`src/hdl/kld_pkg.sv`:
```
// kld_pkg: shared types, constants and command codes of the sample size bound unit
// no dependencies; imported by every module of the block
package kld_pkg;

   // histogram geometry
   localparam int DIMS       = 4;
   localparam int MAX_BINS   = 256;
   localparam int DIM_W      = 2;
   localparam int BIN_W      = 8;
   localparam int MARK_AW    = DIM_W + BIN_W;
   localparam int MARK_DEPTH = 1 << MARK_AW;

   // arithmetic constants
   localparam logic [16:0] Z_Q16      = 17'd104858;
   localparam logic [23:0] TAKEN_MAX  = 24'hFF_FFFF;
   localparam logic [10:0] OCC_MAX    = 11'd2047;
   localparam logic [39:0] TARGET_MAX = 40'hFF_FFFF_FFFF;

   // register reset values
   localparam logic [8:0]  NUM_BINS_RST    = 9'd150;
   localparam logic [15:0] EPS_RST         = 16'd6554;
   localparam logic [15:0] MIN_SAMPLES_RST = 16'd1800;

   // register indexes
   localparam logic [1:0] REG_NUM_BINS    = 2'd0;
   localparam logic [1:0] REG_EPSILON     = 2'd1;
   localparam logic [1:0] REG_MIN_SAMPLES = 2'd2;

   // request codes
   localparam logic [1:0] REQ_START  = 2'd0;
   localparam logic [1:0] REQ_BOUNDS = 2'd1;
   localparam logic [1:0] REQ_SAMPLE = 2'd2;

   // datapath operation codes
   localparam logic [4:0] OP_NONE       = 5'd0;
   localparam logic [4:0] OP_LATCH      = 5'd1;
   localparam logic [4:0] OP_CLR_STEP   = 5'd2;
   localparam logic [4:0] OP_ROUND_INIT = 5'd3;
   localparam logic [4:0] OP_BOUNDS     = 5'd4;
   localparam logic [4:0] OP_TAKEN      = 5'd5;
   localparam logic [4:0] OP_NEXT_DIM   = 5'd6;
   localparam logic [4:0] OP_BIN_ZERO   = 5'd7;
   localparam logic [4:0] OP_BIN_MUL    = 5'd8;
   localparam logic [4:0] OP_BIN_DIV    = 5'd9;
   localparam logic [4:0] OP_BIN_CLAMP  = 5'd10;
   localparam logic [4:0] OP_MEM_RD     = 5'd11;
   localparam logic [4:0] OP_MARK       = 5'd12;
   localparam logic [4:0] OP_T_DIV      = 5'd13;
   localparam logic [4:0] OP_SQ_INIT    = 5'd14;
   localparam logic [4:0] OP_SQ_STEP    = 5'd15;
   localparam logic [4:0] OP_L_MUL      = 5'd16;
   localparam logic [4:0] OP_L_SUM      = 5'd17;
   localparam logic [4:0] OP_C_MUL1     = 5'd18;
   localparam logic [4:0] OP_C_MUL2     = 5'd19;
   localparam logic [4:0] OP_V_MUL      = 5'd20;
   localparam logic [4:0] OP_V_DIV      = 5'd21;
   localparam logic [4:0] OP_TGT_SET    = 5'd22;
   localparam logic [4:0] OP_RESP       = 5'd23;

   typedef struct packed {
      logic [1:0]         req_type;
      logic [1:0]         dim_index;
      logic signed [31:0] bound_low;
      logic signed [31:0] bound_high;
      logic signed [31:0] sample_0;
      logic signed [31:0] sample_1;
      logic signed [31:0] sample_2;
      logic signed [31:0] sample_3;
   } kld_req_type;

   typedef struct packed {
      logic        new_bin;
      logic [10:0] bins_occupied;
      logic [23:0] samples_taken;
      logic [23:0] sample_target;
      logic        done_res;
   } kld_rsp_type;

   typedef struct packed {
      logic [4:0] op;
   } kld_cmd_type;

   typedef struct packed {
      logic       clr_last;
      logic       in_range;
      logic       zero_range;
      logic       dim_last;
      logic       div_done;
      logic       sq_last;
      logic       mark_set;
      logic       occ_nz;
      logic [1:0] req_code;
   } kld_stat_type;

endpackage

```
`src/hdl/kld_ctrl.sv`:
```
// kld_ctrl: sequencer of the sample size bound unit, issues datapath operations
// depends on kld_pkg
module kld_ctrl
   import kld_pkg::*;
(
   input  logic         clock,
   input  logic         reset,
   input  logic         start,
   input  kld_stat_type stat,
   output logic         busy,
   output kld_cmd_type  cmd
);

   localparam logic [4:0] S_RST_CLR   = 5'd0;
   localparam logic [4:0] S_IDLE      = 5'd1;
   localparam logic [4:0] S_DECODE    = 5'd2;
   localparam logic [4:0] S_CLR       = 5'd3;
   localparam logic [4:0] S_INIT      = 5'd4;
   localparam logic [4:0] S_BOUNDS    = 5'd5;
   localparam logic [4:0] S_TAKEN     = 5'd6;
   localparam logic [4:0] S_DIM       = 5'd7;
   localparam logic [4:0] S_BIN_DIV   = 5'd8;
   localparam logic [4:0] S_DIV_WAIT  = 5'd9;
   localparam logic [4:0] S_BIN_CLAMP = 5'd10;
   localparam logic [4:0] S_MEM_RD    = 5'd11;
   localparam logic [4:0] S_MEM_CHK   = 5'd12;
   localparam logic [4:0] S_T_DIV     = 5'd13;
   localparam logic [4:0] S_T_WAIT    = 5'd14;
   localparam logic [4:0] S_SQ_INIT   = 5'd15;
   localparam logic [4:0] S_SQ        = 5'd16;
   localparam logic [4:0] S_L_MUL     = 5'd17;
   localparam logic [4:0] S_L_SUM     = 5'd18;
   localparam logic [4:0] S_C1        = 5'd19;
   localparam logic [4:0] S_C2        = 5'd20;
   localparam logic [4:0] S_V_MUL     = 5'd21;
   localparam logic [4:0] S_V_DIV     = 5'd22;
   localparam logic [4:0] S_V_WAIT    = 5'd23;
   localparam logic [4:0] S_TGT       = 5'd24;
   localparam logic [4:0] S_RESP      = 5'd25;

   logic [4:0] state_ff;
   logic [4:0] state_in;
   logic [4:0] op;

   // next state and operation
   always_comb begin
      state_in = state_ff;
      op       = OP_NONE;
      unique case (state_ff)
         S_RST_CLR: begin
            op = OP_CLR_STEP;
            if (stat.clr_last) state_in = S_IDLE;
         end
         S_IDLE: begin
            if (start) begin
               op       = OP_LATCH;
               state_in = S_DECODE;
            end
         end
         S_DECODE: begin
            unique case (stat.req_code)
               REQ_START:  state_in = S_CLR;
               REQ_BOUNDS: state_in = S_BOUNDS;
               REQ_SAMPLE: state_in = S_TAKEN;
               default:    state_in = S_RESP;
            endcase
         end
         S_CLR: begin
            op = OP_CLR_STEP;
            if (stat.clr_last) state_in = S_INIT;
         end
         S_INIT: begin
            op       = OP_ROUND_INIT;
            state_in = S_RESP;
         end
         S_BOUNDS: begin
            op       = OP_BOUNDS;
            state_in = S_RESP;
         end
         S_TAKEN: begin
            op       = OP_TAKEN;
            state_in = S_DIM;
         end
         S_DIM: begin
            if (!stat.in_range) begin
               if (stat.dim_last) state_in = S_RESP;
               else op = OP_NEXT_DIM;
            end else if (stat.zero_range) begin
               op       = OP_BIN_ZERO;
               state_in = S_MEM_RD;
            end else begin
               op       = OP_BIN_MUL;
               state_in = S_BIN_DIV;
            end
         end
         S_BIN_DIV: begin
            op       = OP_BIN_DIV;
            state_in = S_DIV_WAIT;
         end
         S_DIV_WAIT:  if (stat.div_done) state_in = S_BIN_CLAMP;
         S_BIN_CLAMP: begin
            op       = OP_BIN_CLAMP;
            state_in = S_MEM_RD;
         end
         S_MEM_RD: begin
            op       = OP_MEM_RD;
            state_in = S_MEM_CHK;
         end
         S_MEM_CHK: begin
            if (!stat.mark_set) begin
               op       = OP_MARK;
               state_in = stat.occ_nz ? S_T_DIV : S_RESP;
            end else if (stat.dim_last) begin
               state_in = S_RESP;
            end else begin
               op       = OP_NEXT_DIM;
               state_in = S_DIM;
            end
         end
         S_T_DIV: begin
            op       = OP_T_DIV;
            state_in = S_T_WAIT;
         end
         S_T_WAIT:  if (stat.div_done) state_in = S_SQ_INIT;
         S_SQ_INIT: begin
            op       = OP_SQ_INIT;
            state_in = S_SQ;
         end
         S_SQ: begin
            op = OP_SQ_STEP;
            if (stat.sq_last) state_in = S_L_MUL;
         end
         S_L_MUL: begin
            op       = OP_L_MUL;
            state_in = S_L_SUM;
         end
         S_L_SUM: begin
            op       = OP_L_SUM;
            state_in = S_C1;
         end
         S_C1: begin
            op       = OP_C_MUL1;
            state_in = S_C2;
         end
         S_C2: begin
            op       = OP_C_MUL2;
            state_in = S_V_MUL;
         end
         S_V_MUL: begin
            op       = OP_V_MUL;
            state_in = S_V_DIV;
         end
         S_V_DIV: begin
            op       = OP_V_DIV;
            state_in = S_V_WAIT;
         end
         S_V_WAIT: if (stat.div_done) state_in = S_TGT;
         S_TGT: begin
            op       = OP_TGT_SET;
            state_in = S_RESP;
         end
         S_RESP: begin
            op       = OP_RESP;
            state_in = S_IDLE;
         end
         default: state_in = S_IDLE;
      endcase
   end

   always_ff @(posedge clock) begin
      if (reset) state_ff <= S_RST_CLR;
      else       state_ff <= state_in;
   end

   assign busy   = state_ff != S_IDLE;
   assign cmd.op = op;

   // an accepted item always goes to decode
   a_accept: assert property (@(posedge clock) disable iff (reset)
      (state_ff == S_IDLE && start) |=> (state_ff == S_DECODE))
      else $error("accepted item not decoded");

   // a result is followed by idle
   a_resp_idle: assert property (@(posedge clock) disable iff (reset)
      (state_ff == S_RESP) |=> (state_ff == S_IDLE)) else $error("result not closing item");

endmodule

```
`config.mk`:
```
export PLATFORM = sky130hd
export DESIGN_NAME = kld_ctrl
export DESIGN_NICKNAME = d
export VERILOG_FILES = /design/src/hdl/kld_pkg.sv /design/src/hdl/kld_ctrl.sv
export SDC_FILE = /design/constraint.sdc
export NUM_CORES = 1
export LEC_CHECK = 0
export BUFFER_PORTS_ARGS = -buffer_cell sky130_fd_sc_hd__clkbuf_2
export CAP_MARGIN = 20
export CELL_PAD_IN_SITES_DETAIL_PLACEMENT = 2
export CELL_PAD_IN_SITES_GLOBAL_PLACEMENT = 2
export CORE_MARGIN = 2
export CORE_UTILIZATION = 30
export DETAILED_ROUTE_END_ITERATION = 10
export PLACE_DENSITY = 0.89
export SYNTH_ARGS = -nofsm -noshare
export SYNTH_HDL_FRONTEND = slang
export SYNTH_SLANG_ARGS = --single-unit
```
`constraint.sdc`:
```
create_clock -name clock -period 2.6 [get_ports clock]
set_input_delay 0.26 -clock clock [delete_from_list [all_inputs] [get_ports clock]]
set_output_delay 0.26 -clock clock [all_outputs]
set_load 0.02 [all_outputs]
```
* Word-level counts from Yosys, hierarchy flattened *
Cells that the tools add are included.

storage, ports and cells
  flip-flop bits (word level) = 5
  input port bits = 13

cells by class
  multiplexer cells = 21
  reductions and logical operators = 5
  eq/ne operators = 36

operators by type and width
  cell                  count
  $pmux W5 S23          1
  $pmux W5 S21          1
  $mux W5               14
  $eq A5 B5 Y1 const B  10
  $eq A5 B4 Y1 const B  8
  $eq A5 B3 Y1 const B  4
  $pmux W5 S3           1
  $ne A2 B2 Y1 const B  7
  $eq A5 B2 Y1 const B  2
  $reduce_and A8 Y1     1
  $eq A5 B1 Y1 const B  1
  $logic_not A5 Y1      1
  $ne A5 B1 Y1 const B  1
  $mux W4               1
  $mux W3               1
  $ne A3 B3 Y1 const B  1
  $reduce_or A3 Y1      1
  $eq A2 B1 Y1 const B  1
  $eq A2 B2 Y1 const B  1
  $logic_not A2 Y1      1
  $mux W2               1
  $reduce_or A2 Y1      1
  $mux W1               1

* Longest topological paths before layout *
  word-level depth = 3
  gate-level depth with buffers = 8

* Worst setup path after synthesis *
No wires, ideal clock.

  kind = register to output
  start point = register state_ff[2]
  end point = output cmd[3] in the netlist's numbering
  required time = 2.340 ns
  cell stages (with the launch flop) = 7
  arrival = 1.729 ns
  setup slack = 0.611 ns
  cells stage by stage = dfxtp_1 buf_6 clkbuf_1 clkbuf_1 clkbuf_1 a21oi_1 o211ai_1

RTL lines
  item                    line             RTL
  from (decl)             kld_ctrl.sv:41   logic [4:0] state_ff;
  from (signal assigned)  kld_ctrl.sv:172  else state_ff <= state_in;
  to (decl)               kld_ctrl.sv:11   output kld_cmd_type cmd

==> impl_metrics.toml <==
[route]
first_iter_violations = 39
drt_pre_antenna_iters = 4
wl_um = 3968
drc_errors = 0
postRouteAntennaNets = 0
via_count = 1245
vias_per_cell = 5.685
drt-wirelength-per-cell_um = 18.12

[sta]
fin_crit_sh_pct = 92.03
drv_slew = 0
fmax_mhz = 417.9
skew_ps = 6.510
finalCriticalPeriod_ps = 2393
max_slew_margin_pct = 61.77
rsz0062_at_grt = "false"
setup_tns_ps = 0
tightest_slew_ps = 572.6
layout_setup_ws_ps = 207.2
finalSetupViolations = 0
hold_violations = 0

[min_path]
hold_class = "primary input to flop"
holdPathStages = 2

[grt]
grt-busiest-layer = "met2"
grt_antenna_before_repair = 0
grt_util_all_layers_pct = 21.35
grt_pass1_vias = 1352
grt.met1_usage_pct = 27.74
grt_pass1_wl_um = 7010
grt-ovfl-total = 0
grt_util_met3_pct = 3.750
grt_max_degree = 31
met2_usage_pct = 36.84

[yosys]
ys_seq_area_share_pct = 9.490
syn_nets = 179
synth_seq_cells = 5
synth_flop_cell = "dfxtp_1"
synth.distinct_cells = 44
ys_async_sr_fraction_pct = 0
synth_edf_count = 0
syn_inst = 162
yosysWarnings = 0
synthesis.area_mm2 = 0.001055
syn_avg_cell_area_um2 = 6.511

[setup_path]
crit_fanout = 16
cp_num_buf_inv = 1
critical_path.slowest_cell = "nor2b_1"
crit_type = "flop to primary output"
endpoint_kind = "primary output"
crit_chain = "nor2b_1 -> nand3_1 -> or2_2 -> o211ai_1 -> clkbuf_2"
r2r_slack_ps = 420
worstPathArrival_ps = 2130
cp_top_family = "simple AND/OR/NAND/NOR gates"
crit_cells = 5
startpoint_type = "flop"
crit_required_ps = 2340
max_stage_delay_ps = 540
reg2reg_depth = 6

[clock_tree]
cts_root_buf = "clkbuf_4"
h-tree-depth = 1
cts_tree = "built"
clk_latency_ps = 250
cts_hold_buffers = 0
clock-sinks = 5
cts_resized = 0
post-cts-setup-buffer-count = 0
clock_path_buffers = 2
path_clk_slew_ps = 50
cts_buffers = 3

[cells_and_area]
regMostFlops = "state_ff"
antenna_cells = 0
nets = 191
largest_registers = "state_ff x5"
fin_cells = 219
syn_to_final_growth_pct = 13.29
post-route-util_pct = 35.53
drive_above_1_share_pct = 20.81
largest_register_ffs = 5

[power_and_ir_drop]
p_leak_nw = 0.4721
peakVddDrop_mv = 0.2090
power_per_cell_area_mw_per_mm2 = 1091

[floorplan]
ioPinCount = 19
die_h_um = 63.30
die_w_um = 63.30
start_util_pct = 31.36
core-area_mm2 = 0.003363
placementRows = 21
floorplan.die_area_mm2 = 0.004006

[outcome]
outcome = "finished, final reports clean"

[placed_design]
dp_cells = 215
portBuffers = 18
place_ws_ps = 454.1
gp_congestion = 0.8059
dp_hpwl_um = 3148

[run]
drv_cap = 0
[synthesized netlist by cell type (2+ instances only)]
cell / count / area share [%]
a21boi_0: 2 / 1.4
nor2b_1: 9 / 5.3
o31ai_1: 3 / 2.1
clkbuf_1: 14 / 5.0
a31oi_1: 2 / 1.2
buf_6: 2 / 2.1
a211o_1: 2 / 1.7
nand2_1: 19 / 6.8
o21ai_0: 8 / 3.8
a211oi_1: 7 / 5.0
nor2_1: 14 / 5.0
nor3_1: 2 / 0.95
a21oi_1: 13 / 6.2
or2_2: 2 / 1.2
ha_1: 4 / 4.7
o311ai_0: 2 / 1.7
nor3b_1: 4 / 2.8
xnor2_1: 2 / 1.7
dfxtp_1: 5 / 9.5
nand2b_1: 5 / 3.0
nand3b_1: 3 / 2.1
inv_1: 6 / 2.1
mux2i_1: 2 / 1.9
nand3_1: 5 / 2.4
o211ai_1: 4 / 2.8
or3b_2: 2 / 1.7
or4b_1: 2 / 1.9
[layer usage]
| layer | part of all wire [%] | vias to the layer above |
|---|---|---|
| li1 | - | 606 |
| met1 | 46 | 613 |
| met2 | 50 | 18 |
| met3 | 2.6 | 8 |
| met4 | 1.9 | 0 |
| met5 | 0 | - |
[where the power goes]
group / switching (mW) / total (mW) / internal [mW]
clock: 0.0349 / 0.0931 / 0.0582
sequential: 0.0849 / 0.190 / 0.105
combinational: 0.613 / 1.02 / 0.406
total: 0.733 / 1.30 / 0.570
[path summary, 6_finish.rpt]
check / startpoint / endpoint
max: state_ff[4]$_SDFFE_PP0P_ / cmd[0]
min: reset / state_ff[0]$_SDFFE_PP0P_
max reg2reg: state_ff[2]$_SDFFE_PP0P_ / state_ff[3]$_SDFFE_PP0P_
min reg2reg: state_ff[3]$_SDFFE_PP0P_ / state_ff[3]$_SDFFE_PP0P_
[cell type report]
cell class              instances  area (um^2)
multi-input cells             134        853.3
inverters                       6        22.52
well taps                      46        57.56
fillers                       442         2168
clock buffers                   4        26.28
flip-flops and latches          5        100.1
repair buffers                 24        135.1
[metrics by stage]
step	area [um^2]	hold WS [ps]	total power, mW
2_1_floorplan	1055	329.1	0.9454
3_3_place_gp	1169	518.4	1.147
3_5_place_dp	1169	533.1	1.208
4_1_cts	1195	271.5	1.309
5_1_grt	1195	286.4	1.437
6_report	1195	279.1	1.303
[worst reg2reg max path, stage by stage (launching register included)]
cell and delay, ps:
dfxtp_1 630, buf_4 280, nor2_1 130, a31oi_1 220
a211oi_1 100, o311ai_0 520, a21oi_1 150
[layout by cell type (no fill, tap or decap), types with 3 or more instances in the layout]
master / n
o21ai_0: 8
ha_1: 4
a21oi_1: 13
nor3b_1: 4
nor2b_1: 9
nand3b_1: 3
o211ai_1: 4
a211oi_1: 7
nor2_1: 14
nand3_1: 5
dfxtp_1: 5
o31ai_1: 3
inv_1: 6
nand2b_1: 5
clkbuf_2: 18
buf_4: 6
clkbuf_4: 3
nand2_1: 19
[logic make-up after synthesis]
logic type,count (synthesis),synth area share [%]
buffers and inverters,23,9.608
adders and majority gates,4,4.745
AOI/OAI and AO/OA,53,34.40
DFF,5,9.490
and+or+nand+nor,73,38.20
xor gates and xnor gates,2,1.661
muxes,2,1.898
Power figures use the tool's default switching activity.
